<file path="config.mk">
export PLATFORM = sky130hd
export DESIGN_NAME = elevator_collective_controller_top
export DESIGN_NICKNAME = d
export VERILOG_FILES = /design/src/rtl/ecc_pkg.sv /design/src/rtl/ecc_slot_file.sv /design/src/rtl/ecc_ctrl.sv /design/src/rtl/elevator_collective_controller_top.sv
export SDC_FILE = /design/constraint.sdc
export NUM_CORES = 1
export LEC_CHECK = 0
export BUFFER_PORTS_ARGS = -buffer_cell sky130_fd_sc_hd__buf_2
export CAP_MARGIN = 25
export CORE_MARGIN = 5
export CORE_UTILIZATION = 35
export CTS_CLUSTER_DIAMETER = 60
export DETAILED_ROUTE_END_ITERATION = 8
export HOLD_SLACK_MARGIN = 0.02
export PLACE_DENSITY = 0.48
export SETUP_SLACK_MARGIN = 0.1
export SLEW_MARGIN = 0
export SYNTH_ARGS = -nofsm -noshare
export SYNTH_HDL_FRONTEND = slang
export SYNTH_SLANG_ARGS = --single-unit
</file>
<file path="constraint.sdc">
create_clock -name clk -period 4.3 [get_ports clk]
set_clock_uncertainty 0.15 [all_clocks]
set_input_delay 0.645 -clock clk [delete_from_list [all_inputs] [get_ports clk]]
set_output_delay 0.645 -clock clk [all_outputs]
set_load 0.005 [all_outputs]
</file>
<file path="src/rtl/ecc_pkg.sv">
// Shared types, constants and codes for the elevator collective controller.
`timescale 1ns / 1ps

package ecc_pkg;

    localparam int FLOORS       = 5;
    localparam int CAR_CAPACITY = 8;
    localparam int TAG_WIDTH    = 8;
    localparam int RIDER_WEIGHT = 70;

    localparam int MODE_W   = 3;
    localparam int FLOOR_W  = 3;
    localparam int DEST_W   = 3;
    localparam int DIR_W    = 2;
    localparam int PSTATE_W = 2;
    localparam int SLOT_AW  = (CAR_CAPACITY > 1) ? $clog2(CAR_CAPACITY) : 1;
    localparam int COUNT_W  = 4;
    localparam int WEIGHT_W = 10;
    localparam int IDX_W    = (COUNT_W > FLOOR_W) ? COUNT_W : FLOOR_W;

    typedef logic [FLOORS-1:0]    floor_vec_t;
    typedef logic [FLOOR_W-1:0]   floor_t;
    typedef logic [DEST_W-1:0]    dest_t;
    typedef logic [TAG_WIDTH-1:0] tag_t;
    typedef logic [COUNT_W-1:0]   count_t;
    typedef logic [SLOT_AW-1:0]   slot_addr_t;

    typedef enum logic [DIR_W-1:0] {
        DIR_DOWN = 2'd0,
        DIR_STOP = 2'd1,
        DIR_UP   = 2'd2
    } dir_t;

    typedef enum logic [MODE_W-1:0] {
        MODE_CALL       = 3'd0,
        MODE_BOARD      = 3'd1,
        MODE_ALIGHT     = 3'd2,
        MODE_START_IDLE = 3'd3,
        MODE_MOVE       = 3'd4
    } mode_t;

    typedef enum logic [PSTATE_W-1:0] {
        PS_NEW     = 2'd0,
        PS_WAITING = 2'd1,
        PS_RIDING  = 2'd2,
        PS_ARRIVED = 2'd3
    } pstate_t;

    typedef enum logic [3:0] {
        ST_IDLE,
        ST_DECODE,
        ST_AL_COUNT,
        ST_AL_EMIT,
        ST_UP_SCAN,
        ST_DN_SCAN,
        ST_STEP,
        ST_MV_UP,
        ST_MV_DN,
        ST_RESTORE,
        ST_REPORT
    } state_t;

    typedef struct packed {
        floor_t     floor;
        dir_t       direction;
        floor_vec_t up_calls;
        floor_vec_t down_calls;
        floor_vec_t car_targets;
        count_t     rider_count;
    } status_t;

    typedef struct packed {
        logic emit;
        tag_t tag;
        logic valid;
        logic last;
        logic boarded;
        logic bad;
    } result_t;

    typedef struct packed {
        logic       en;
        slot_addr_t addr;
        tag_t       tag;
        dest_t      dest;
    } slot_wr_t;

endpackage

</file>
<file path="src/rtl/ecc_slot_file.sv">
// Rider slot storage: tag and destination per car slot, one write, one read.
`timescale 1ns / 1ps

module ecc_slot_file (
    input  logic               clk,
    input  ecc_pkg::slot_wr_t  wr,
    input  ecc_pkg::slot_addr_t rd_addr,
    output ecc_pkg::tag_t      rd_tag,
    output ecc_pkg::dest_t     rd_dest
);
    import ecc_pkg::*;

    tag_t  tags_reg  [CAR_CAPACITY];
    dest_t dests_reg [CAR_CAPACITY];

    always_ff @(posedge clk)
    begin
        if (wr.en)
        begin
            tags_reg[wr.addr]  <= wr.tag;
            dests_reg[wr.addr] <= wr.dest;
        end
    end

    assign rd_tag  = tags_reg[rd_addr];
    assign rd_dest = dests_reg[rd_addr];

endmodule

</file>
<file path="src/rtl/ecc_ctrl.sv">
// Sequencer and car state: one scan index and compare unit walks floors or slots.
`timescale 1ns / 1ps

module ecc_ctrl (
    input  logic                          clk,
    input  logic                          rst_n,
    input  logic                          start,
    input  logic [ecc_pkg::MODE_W-1:0]    mode,
    input  logic [ecc_pkg::FLOOR_W-1:0]   start_floor,
    input  logic [ecc_pkg::DEST_W-1:0]    dest_floor,
    input  logic [ecc_pkg::TAG_WIDTH-1:0] passenger_tag,
    input  logic [ecc_pkg::PSTATE_W-1:0]  passenger_state,
    output logic                          busy,
    output ecc_pkg::status_t              status,
    output ecc_pkg::result_t              result,
    output ecc_pkg::slot_wr_t             slot_wr,
    output ecc_pkg::slot_addr_t           rd_addr,
    input  ecc_pkg::tag_t                 rd_tag,
    input  ecc_pkg::dest_t                rd_dest
);
    import ecc_pkg::*;

    localparam int SCAN_W = 1 << FLOOR_W;

    state_t     state_reg, state_next;
    floor_t     floor_reg, floor_next;
    dir_t       dir_reg, dir_next;
    floor_t     goal_reg, goal_next;
    floor_vec_t up_reg, up_next;
    floor_vec_t down_reg, down_next;
    floor_vec_t tgt_reg, tgt_next;
    count_t     occ_reg, occ_next;

    logic [MODE_W-1:0]   mode_reg, mode_next;
    floor_t              start_reg, start_next;
    dest_t               dest_reg, dest_next;
    tag_t                tag_reg, tag_next;
    logic [PSTATE_W-1:0] pstate_reg, pstate_next;
    logic [IDX_W-1:0]    idx_reg, idx_next;
    count_t              lim_reg, lim_next;
    count_t              keep_reg, keep_next;
    count_t              nleft_reg, nleft_next;
    count_t              sent_reg, sent_next;
    logic                boarded_reg, boarded_next;
    logic                bad_reg, bad_next;

    // shared scan unit
    floor_vec_t          scan_vec;
    logic [SCAN_W-1:0]   scan_pad;
    floor_t              fidx;
    logic                bit_hit;
    logic                at_top;
    logic                at_ground;
    logic                idx_lt_lim;
    logic                dest_here;
    dir_t                pdir;

    always_comb
    begin
        unique case (state_reg)
            ST_UP_SCAN: scan_vec = up_reg;
            ST_DN_SCAN: scan_vec = down_reg;
            ST_MV_UP:   scan_vec = tgt_reg | up_reg;
            ST_MV_DN:   scan_vec = tgt_reg | down_reg;
            default:    scan_vec = '0;
        endcase
    end

    assign scan_pad   = SCAN_W'(scan_vec);
    assign fidx       = idx_reg[FLOOR_W-1:0];
    assign bit_hit    = scan_pad[fidx];
    assign at_top     = (fidx == FLOOR_W'(FLOORS - 1));
    assign at_ground  = (fidx == '0);
    assign idx_lt_lim = (idx_reg < IDX_W'(lim_reg));
    assign dest_here  = (rd_dest == DEST_W'(floor_reg));
    assign pdir       = (DEST_W'(start_reg) < dest_reg) ? DIR_UP : DIR_DOWN;
    assign rd_addr    = idx_reg[SLOT_AW-1:0];

    // next state
    always_comb
    begin
        state_next = state_reg;
        unique case (state_reg)
            ST_IDLE:
                if (start)
                    state_next = ST_DECODE;
            ST_DECODE:
            begin
                unique case (mode_t'(mode_reg))
                    MODE_CALL, MODE_BOARD: state_next = ST_REPORT;
                    MODE_ALIGHT:           state_next = ST_AL_COUNT;
                    MODE_START_IDLE:
                        priority if (dir_reg != DIR_STOP) state_next = ST_REPORT;
                        else if (up_reg != '0)            state_next = ST_UP_SCAN;
                        else if (down_reg != '0)          state_next = ST_DN_SCAN;
                        else                              state_next = ST_REPORT;
                    MODE_MOVE:
                        priority if (dir_reg == DIR_UP)
                            state_next = (floor_reg == FLOOR_W'(FLOORS - 1)) ?
                                         ST_RESTORE : ST_MV_UP;
                        else if (dir_reg == DIR_DOWN)
                            state_next = (floor_reg == '0) ? ST_RESTORE : ST_MV_DN;
                        else
                            state_next = ST_RESTORE;
                    default: state_next = ST_REPORT;
                endcase
            end
            ST_AL_COUNT:
                if (!idx_lt_lim)
                    state_next = (nleft_reg == '0) ? ST_REPORT : ST_AL_EMIT;
            ST_AL_EMIT:
                if (!idx_lt_lim)
                    state_next = ST_IDLE;
            ST_UP_SCAN:
                if (bit_hit || at_top)
                    state_next = ST_STEP;
            ST_DN_SCAN:
                if (bit_hit || at_ground)
                    state_next = ST_STEP;
            ST_STEP:
                state_next = ST_REPORT;
            ST_MV_UP:
                priority if (bit_hit) state_next = ST_REPORT;
                else if (at_top)      state_next = ST_RESTORE;
                else                  state_next = ST_MV_UP;
            ST_MV_DN:
                priority if (bit_hit) state_next = ST_REPORT;
                else if (at_ground)   state_next = ST_RESTORE;
                else                  state_next = ST_MV_DN;
            ST_RESTORE:
                if (!idx_lt_lim)
                    state_next = ST_REPORT;
            ST_REPORT:
                state_next = ST_IDLE;
            default:
                state_next = ST_IDLE;
        endcase
    end

    // datapath and outputs
    always_comb
    begin
        floor_next   = floor_reg;
        dir_next     = dir_reg;
        goal_next    = goal_reg;
        up_next      = up_reg;
        down_next    = down_reg;
        tgt_next     = tgt_reg;
        occ_next     = occ_reg;
        mode_next    = mode_reg;
        start_next   = start_reg;
        dest_next    = dest_reg;
        tag_next     = tag_reg;
        pstate_next  = pstate_reg;
        idx_next     = idx_reg;
        lim_next     = lim_reg;
        keep_next    = keep_reg;
        nleft_next   = nleft_reg;
        sent_next    = sent_reg;
        boarded_next = boarded_reg;
        bad_next     = bad_reg;
        result       = '0;
        slot_wr      = '0;

        unique case (state_reg)
            ST_IDLE:
                if (start)
                begin
                    mode_next   = mode;
                    start_next  = start_floor;
                    dest_next   = dest_floor;
                    tag_next    = passenger_tag;
                    pstate_next = passenger_state;
                end
            ST_DECODE:
            begin
                boarded_next = 1'b0;
                bad_next     = 1'b0;
                lim_next     = occ_reg;
                idx_next     = '0;
                keep_next    = '0;
                nleft_next   = '0;
                sent_next    = '0;
                unique case (mode_t'(mode_reg))
                    MODE_CALL:
                        if ((pstate_t'(pstate_reg) == PS_NEW ||
                             pstate_t'(pstate_reg) == PS_WAITING) &&
                            start_reg < FLOOR_W'(FLOORS))
                        begin
                            if (pdir == DIR_UP)
                                up_next = up_reg | (floor_vec_t'(1) << start_reg);
                            else
                                down_next = down_reg | (floor_vec_t'(1) << start_reg);
                        end
                    MODE_BOARD:
                        if (occ_reg < COUNT_W'(CAR_CAPACITY) && floor_reg == start_reg &&
                            pstate_t'(pstate_reg) == PS_WAITING &&
                            (dir_reg == pdir || dir_reg == DIR_STOP))
                        begin
                            slot_wr.en   = 1'b1;
                            slot_wr.addr = occ_reg[SLOT_AW-1:0];
                            slot_wr.tag  = tag_reg;
                            slot_wr.dest = dest_reg;
                            occ_next     = occ_reg + COUNT_W'(1);
                            boarded_next = 1'b1;
                            if (dest_reg >= DEST_W'(FLOORS))
                                bad_next = 1'b1;
                            else
                            begin
                                if (pdir == DIR_UP)
                                    up_next = up_reg & ~(floor_vec_t'(1) << start_reg);
                                else
                                    down_next = down_reg & ~(floor_vec_t'(1) << start_reg);
                                tgt_next = tgt_reg | (floor_vec_t'(1) << dest_reg);
                            end
                        end
                    MODE_START_IDLE:
                        if (dir_reg == DIR_STOP)
                        begin
                            priority if (up_reg != '0)
                                idx_next = '0;
                            else if (down_reg != '0)
                                idx_next = IDX_W'(FLOORS - 1);
                            else if (occ_reg == '0 && floor_reg != '0)
                            begin
                                dir_next   = DIR_DOWN;
                                floor_next = floor_reg - FLOOR_W'(1);
                            end
                            else
                                floor_next = floor_reg;
                        end
                    MODE_MOVE:
                        priority if (dir_reg == DIR_UP && floor_reg != FLOOR_W'(FLOORS - 1))
                            idx_next = IDX_W'(floor_reg) + IDX_W'(1);
                        else if (dir_reg == DIR_DOWN && floor_reg != '0)
                            idx_next = IDX_W'(floor_reg) - IDX_W'(1);
                        else
                            idx_next = '0;
                    default: ;
                endcase
            end
            ST_AL_COUNT:
                if (idx_lt_lim)
                begin
                    if (dest_here)
                        nleft_next = nleft_reg + COUNT_W'(1);
                    idx_next = idx_reg + IDX_W'(1);
                end
                else
                begin
                    // commit final status before any leaver beat goes out
                    occ_next = lim_reg - nleft_reg;
                    if (nleft_reg != '0)
                        tgt_next = tgt_reg & ~(floor_vec_t'(1) << floor_reg);
                    idx_next  = '0;
                    keep_next = '0;
                    sent_next = '0;
                end
            ST_AL_EMIT:
                if (idx_lt_lim)
                begin
                    if (dest_here)
                    begin
                        result.emit  = 1'b1;
                        result.tag   = rd_tag;
                        result.valid = 1'b1;
                        result.last  = (sent_reg + COUNT_W'(1) == nleft_reg);
                        sent_next    = sent_reg + COUNT_W'(1);
                    end
                    else
                    begin
                        // compact keepers toward slot zero
                        slot_wr.en   = 1'b1;
                        slot_wr.addr = keep_reg[SLOT_AW-1:0];
                        slot_wr.tag  = rd_tag;
                        slot_wr.dest = rd_dest;
                        keep_next    = keep_reg + COUNT_W'(1);
                    end
                    idx_next = idx_reg + IDX_W'(1);
                end
            ST_UP_SCAN:
                if (bit_hit || at_top)
                begin
                    goal_next = fidx;
                    dir_next  = DIR_UP;
                end
                else
                    idx_next = idx_reg + IDX_W'(1);
            ST_DN_SCAN:
                if (bit_hit || at_ground)
                begin
                    goal_next = fidx;
                    dir_next  = DIR_DOWN;
                end
                else
                    idx_next = idx_reg - IDX_W'(1);
            ST_STEP:
                priority if (floor_reg < goal_reg)
                    floor_next = floor_reg + FLOOR_W'(1);
                else if (floor_reg > goal_reg)
                    floor_next = floor_reg - FLOOR_W'(1);
                else
                    floor_next = floor_reg;
            ST_MV_UP:
                priority if (bit_hit) floor_next = floor_reg + FLOOR_W'(1);
                else if (at_top)      idx_next = '0;
                else                  idx_next = idx_reg + IDX_W'(1);
            ST_MV_DN:
                priority if (bit_hit) floor_next = floor_reg - FLOOR_W'(1);
                else if (at_ground)   idx_next = '0;
                else                  idx_next = idx_reg - IDX_W'(1);
            ST_RESTORE:
                if (idx_lt_lim)
                begin
                    if (rd_dest < DEST_W'(FLOORS))
                        tgt_next = tgt_next | (floor_vec_t'(1) << rd_dest);
                    idx_next = idx_reg + IDX_W'(1);
                end
                else
                    dir_next = DIR_STOP;
            ST_REPORT:
            begin
                result.emit    = 1'b1;
                result.last    = 1'b1;
                result.boarded = boarded_reg;
                result.bad     = bad_reg;
            end
            default: ;
        endcase
    end

    always_ff @(posedge clk or negedge rst_n)
    begin
        if (!rst_n)
        begin
            state_reg <= ST_IDLE;
            floor_reg <= '0;
            dir_reg   <= DIR_STOP;
            goal_reg  <= '0;
            up_reg    <= '0;
            down_reg  <= '0;
            tgt_reg   <= '0;
            occ_reg   <= '0;
        end
        else
        begin
            state_reg <= state_next;
            floor_reg <= floor_next;
            dir_reg   <= dir_next;
            goal_reg  <= goal_next;
            up_reg    <= up_next;
            down_reg  <= down_next;
            tgt_reg   <= tgt_next;
            occ_reg   <= occ_next;
        end
    end

    always_ff @(posedge clk)
    begin
        mode_reg    <= mode_next;
        start_reg   <= start_next;
        dest_reg    <= dest_next;
        tag_reg     <= tag_next;
        pstate_reg  <= pstate_next;
        idx_reg     <= idx_next;
        lim_reg     <= lim_next;
        keep_reg    <= keep_next;
        nleft_reg   <= nleft_next;
        sent_reg    <= sent_next;
        boarded_reg <= boarded_next;
        bad_reg     <= bad_next;
    end

    assign busy               = (state_reg != ST_IDLE);
    assign status.floor       = floor_reg;
    assign status.direction   = dir_reg;
    assign status.up_calls    = up_reg;
    assign status.down_calls  = down_reg;
    assign status.car_targets = tgt_reg;
    assign status.rider_count = occ_reg;

endmodule

</file>
<file path="src/rtl/elevator_collective_controller_top.sv">
// Top level of the elevator collective controller: sequencer, slot file, result registers.
//
// Usage: drive mode and the passenger fields with start high while busy is low;
// that edge accepts the command beat. busy stays high until the command is done.
// Each result beat sits on the result ports for one cycle with result_strobe high;
// the receiver cannot stall, so every strobed beat must be taken as it comes.
// Call, board, unknown mode: one beat; the next command can be accepted at the
// edge that takes the final beat. Start if idle, when stopped with calls pending:
// floor scan by the shared index unit, then one step. Move: floor scan, then,
// if nothing lies ahead, slot scan to restore targets.
// Alight: a count pass over the occupied slots, then, if anyone leaves, an emit
// and compact pass; one beat per leaver in slot order, or one beat with
// alighted_valid low when nobody leaves.
// All beats of a command report the car status after the command; last marks
// the final beat. Reset puts the car stopped at the ground floor, empty, with
// no calls or targets; no clearing pass is needed.
`timescale 1ns / 1ps

module elevator_collective_controller_top (
    input  logic                          clk,
    input  logic                          rst_n,
    input  logic                          start,
    output logic                          busy,
    input  logic [ecc_pkg::MODE_W-1:0]    mode,
    input  logic [ecc_pkg::FLOOR_W-1:0]   start_floor,
    input  logic [ecc_pkg::DEST_W-1:0]    dest_floor,
    input  logic [ecc_pkg::TAG_WIDTH-1:0] passenger_tag,
    input  logic [ecc_pkg::PSTATE_W-1:0]  passenger_state,
    output logic                          result_strobe,
    output logic [ecc_pkg::FLOOR_W-1:0]   floor,
    output logic [ecc_pkg::DIR_W-1:0]     direction,
    output logic [ecc_pkg::FLOORS-1:0]    up_calls,
    output logic [ecc_pkg::FLOORS-1:0]    down_calls,
    output logic [ecc_pkg::FLOORS-1:0]    car_targets,
    output logic [ecc_pkg::COUNT_W-1:0]   rider_count,
    output logic [ecc_pkg::WEIGHT_W-1:0]  load_weight,
    output logic                          boarded,
    output logic                          bad_destination,
    output logic [ecc_pkg::TAG_WIDTH-1:0] alighted_tag,
    output logic                          alighted_valid,
    output logic                          last
);
    import ecc_pkg::*;

    status_t    status;
    result_t    result;
    slot_wr_t   slot_wr;
    slot_addr_t rd_addr;
    tag_t       rd_tag;
    dest_t      rd_dest;

    logic                strobe_reg;
    floor_t              floor_reg;
    logic [DIR_W-1:0]    direction_reg;
    floor_vec_t          up_reg;
    floor_vec_t          down_reg;
    floor_vec_t          tgt_reg;
    count_t              count_reg;
    logic [WEIGHT_W-1:0] weight_reg, weight_next;
    logic                boarded_reg;
    logic                bad_reg;
    tag_t                atag_reg;
    logic                avalid_reg;
    logic                last_reg;

    ecc_ctrl u_ctrl (
        .clk             (clk),
        .rst_n           (rst_n),
        .start           (start),
        .mode            (mode),
        .start_floor     (start_floor),
        .dest_floor      (dest_floor),
        .passenger_tag   (passenger_tag),
        .passenger_state (passenger_state),
        .busy            (busy),
        .status          (status),
        .result          (result),
        .slot_wr         (slot_wr),
        .rd_addr         (rd_addr),
        .rd_tag          (rd_tag),
        .rd_dest         (rd_dest)
    );

    ecc_slot_file u_slots (
        .clk     (clk),
        .wr      (slot_wr),
        .rd_addr (rd_addr),
        .rd_tag  (rd_tag),
        .rd_dest (rd_dest)
    );

    assign weight_next = WEIGHT_W'(status.rider_count) * WEIGHT_W'(RIDER_WEIGHT);

    always_ff @(posedge clk or negedge rst_n)
    begin
        if (!rst_n)
            strobe_reg <= 1'b0;
        else
            strobe_reg <= result.emit;
    end

    // hold the last beat on the payload ports between strobes
    always_ff @(posedge clk)
    begin
        if (result.emit)
        begin
            floor_reg     <= status.floor;
            direction_reg <= status.direction;
            up_reg        <= status.up_calls;
            down_reg      <= status.down_calls;
            tgt_reg       <= status.car_targets;
            count_reg     <= status.rider_count;
            weight_reg    <= weight_next;
            boarded_reg   <= result.boarded;
            bad_reg       <= result.bad;
            atag_reg      <= result.tag;
            avalid_reg    <= result.valid;
            last_reg      <= result.last;
        end
    end

    assign result_strobe   = strobe_reg;
    assign floor           = floor_reg;
    assign direction       = direction_reg;
    assign up_calls        = up_reg;
    assign down_calls      = down_reg;
    assign car_targets     = tgt_reg;
    assign rider_count     = count_reg;
    assign load_weight     = weight_reg;
    assign boarded         = boarded_reg;
    assign bad_destination = bad_reg;
    assign alighted_tag    = atag_reg;
    assign alighted_valid  = avalid_reg;
    assign last            = last_reg;

    a_strobe_while_busy: assert property (@(posedge clk) disable iff (!rst_n)
        result_strobe |-> $past(busy))
        else $error("result beat without a command in progress");

    a_accept_sets_busy: assert property (@(posedge clk) disable iff (!rst_n)
        (start && !busy) |=> busy)
        else $error("accepted command did not raise busy");

    a_count_in_range: assert property (@(posedge clk) disable iff (!rst_n)
        result_strobe |-> (rider_count <= COUNT_W'(CAR_CAPACITY)))
        else $error("rider count above car capacity");

    a_alight_not_board: assert property (@(posedge clk) disable iff (!rst_n)
        (result_strobe && alighted_valid) |-> (!boarded && !bad_destination))
        else $error("alight beat flagged as board");

endmodule

</file>
==> results.json <==
{
  "postSynthNetCount": 808,
  "coreArea_um2": 28470,
  "tritoncts_clock_tree": "built",
  "path_clk_slew_ps": 60,
  "final_antenna_net_count": 0,
  "area_used_by_multi_input_combinational_logic_um2": 3715,
  "leakage_uw": 0.004381,
  "filler_cell_count": 2663,
  "synth_flop_cell": "sky130_fd_sc_hd__edfxtp_1",
  "fin_worst_hold_slack_ps": 75.49,
  "postCtsResizedCells": 0,
  "crit_path_start_kind": "flip-flop",
  "nNetsFinal": 897,
  "use_met3_pct": 2.889,
  "global_route.usage.total_pct": 15.95,
  "ctsHoldBuffers": 0,
  "timing.slew.headroom_pct": 43.47,
  "slew_violations": 0,
  "detail_route.drc_violations": 0,
  "setup_tns_ps": 0,
  "cap_violations": 0,
  "share_of_the_yosys_chip_area_belonging_to_registers_pct": 60.22,
  "finalInstanceArea_um2": 11660,
  "cp_data_arrival_time_ps": 3620,
  "met2_track_demand_over_resource_in_global_routing_pct": 24.89,
  "worst_skew_pair.late_latency_ps": 520,
  "finalSetupViolations": 0,
  "layout-drive-gt1-share_pct": 22.63,
  "via_per_inst": 5.193,
  "timing.critical_path.to_type": "flip-flop",
  "worst-slew-pin-transition_ps": 839.1,
  "yosys-top-cells-area": "sky130_fd_sc_hd__edfxtp_1, sky130_fd_sc_hd__dfrtp_1, sky130_fd_sc_hd__mux4_2",
  "area_growth_from_synthesis_to_layout_pct": 16.46,
  "synth_top_area_cell": "sky130_fd_sc_hd__edfxtp_1",
  "placement.cell_area_um2": 10890,
  "ys_top_cells_by_count": "sky130_fd_sc_hd__edfxtp_1, sky130_fd_sc_hd__nor2_1, sky130_fd_sc_hd__nand2_1",
  "grt_overflow_total": 0,
  "post_synth_num_cell_types": 80,
  "ctsLongestPathBuffers": 3,
  "synth_enable_flop_cells": 172,
  "synth-async-reset-ratio_pct": 15.46,
  "timing.critical_path.fanout_max": 13,
  "first_global_vias": 6698,
  "antennaDiodeCount": 0,
  "number_of_clock_sinks": 207,
  "cts_setup_buffers": 0,
  "min_period_over_period_pct": 82.64,
  "chipHeight_um": 179.1,
  "syn_avg_cell_area_um2": 13.40,
  "postSynthCellCount": 747,
  "critPathKind": "flip-flop to flip-flop",
  "crit_required_ps": 4360,
  "synth.yosys.warnings": 0,
  "total_half_perimeter_wirelength_after_legalization_and_detailed_placement_mm": 18.09,
  "grt_pass1_wl_mm": 39.48,
  "top_usage_layer": "met2",
  "synth_top_area_share_pct": 51.61,
  "rows": 62,
  "wl_per_cell_um": 20.29,
  "fmaxAchievable_ghz": 0.2814,
  "number_of_antenna_violations_at_the_first_check_in_global_routing": 1,
  "seq_area_um2": 6027,
  "number_of_flip_flops_under_the_largest_register_name": 64,
  "post-synth-top-count-cell": "sky130_fd_sc_hd__edfxtp_1",
  "detailedRoute.firstPassIterationCount": 5,
  "design.die.area_um2": 32080,
  "io_buffer_count": 68,
  "gpl.final_weighted_congestion": 0.9357,
  "timing.hold.worst.class": "input pin to async pin",
  "dieWidth_um": 179.1,
  "grt_util_met1_pct": 22.95,
  "worst_ir_drop_vdd_uv": 267.5,
  "period_needed_ps": 3553,
  "ctsRootBufferMaster": "sky130_fd_sc_hd__clkbuf_16",
  "netlist_area_um2": 10010,
  "final_hold_vios": 0,
  "ios": 70,
  "postSynthRegisterBits": 207,
  "effective_utilization_at_floorplan_pct": 35.15,
  "detailroute.via_count": 6424,
  "ctsHtreeMaxLevel": 1,
  "tritoncts.num_buffers": 24,
  "rsz0062_at_grt": "no",
  "first_iter_violations": 462,
  "grt_max_degree": 33,
  "run_status": "completed",
  "routed_wirelength_mm": 25.10,
  "power_density_nw_per_um2": 714.2
}
-- metrics by stage --
stage,setup slack [ps],utilization [%],std cells,total power [uW]
after floorplan,689.4,-,747,5347
final,746.7,40.94,1237,8324
after CTS,685.1,40.94,1237,8415
after global placement,853.2,38.26,1194,6387
after global routing,526.7,40.94,1237,8873
after detailed placement,734.1,38.26,1194,6413
-- critical path, cell delays in order (launching register included) --
cell	delay (ps)
sky130_fd_sc_hd__dfxtp_1	810
sky130_fd_sc_hd__mux4_2	610
sky130_fd_sc_hd__mux2i_1	320
sky130_fd_sc_hd__xnor2_1	180
sky130_fd_sc_hd__o311ai_2	300
sky130_fd_sc_hd__buf_4	270
sky130_fd_sc_hd__nor2_1	110
sky130_fd_sc_hd__a221oi_1	230
sky130_fd_sc_hd__buf_4	270
-- metal layers --
| layer | up-vias | part of all wire (%) |
|---|---|---|
| met2 | 203 | 46 |
| li1 | 3022 | - |
| met4 | 0 | 2.2 |
| met1 | 3154 | 46 |
| met5 | - | 0 |
| met3 | 45 | 5.9 |
-- report_power, final --
group	total (uW)	switching [uW]	internal, uW
sequential	3280	468	2810
combinational	3100	1830	1270
clock	1950	789	1160
-- kinds of logic after synthesis --
family	Yosys count	share of synthesized area (%)
and+or+nand+nor	208	10.39
DFF	207	60.22
AOI/OAI and AO/OA	138	9.914
buffers and inverters	66	2.738
muxes	57	9.039
adders and majority gates	39	4.951
xor gates and xnor gates	31	2.713
other	1	0.03747
-- placed cells by master, fill, tap and decap left out, drive strengths merged, types with 5 or more instances in the layout --
master and n:
edfxtp 172, buf 95, nor2 55, nand2 51
ha 38, o21ai 36, inv 34, dfrtp 31
clkbuf 29, a21oi 28, mux4 25, nand3 22
xnor2 22, mux2i 18, nor3 18, mux2 14
nand2b 12, clkinv 10, a21o 9, xor2 9
a31oi 8, o211ai 8, nor2b 7, and3 7
a211oi 6, nor4 5
-- area by class of cell --
class | instances | share of cell area [%]
clock buffer | 29 | 5.399
clock inverter | 14 | 1.149
inverter | 34 | 1.095
multi-input combinational | 474 | 31.87
sequential | 207 | 51.71
tap | 384 | 4.122
timing repair buffer | 95 | 4.659
-- worst paths after layout --
check                                          end  slack [ps]  cells past startpoint               from
setup / recovery           u_slots.dests_reg[5][1]         750                      8          flip-flop
hold / removal                       result_strobe          80                      1              rst_n
setup reg to reg           u_slots.dests_reg[5][1]         750                      8          flip-flop
hold reg to reg                     car_targets[2]         340                      0  u_ctrl.tgt_reg[2]
max in group asynchronous       u_ctrl.goal_reg[2]        3400                      1              rst_n
min in group clk                 u_ctrl.tag_reg[6]         140                      1   passenger_tag[6]
Power figures use the tool's default switching activity.
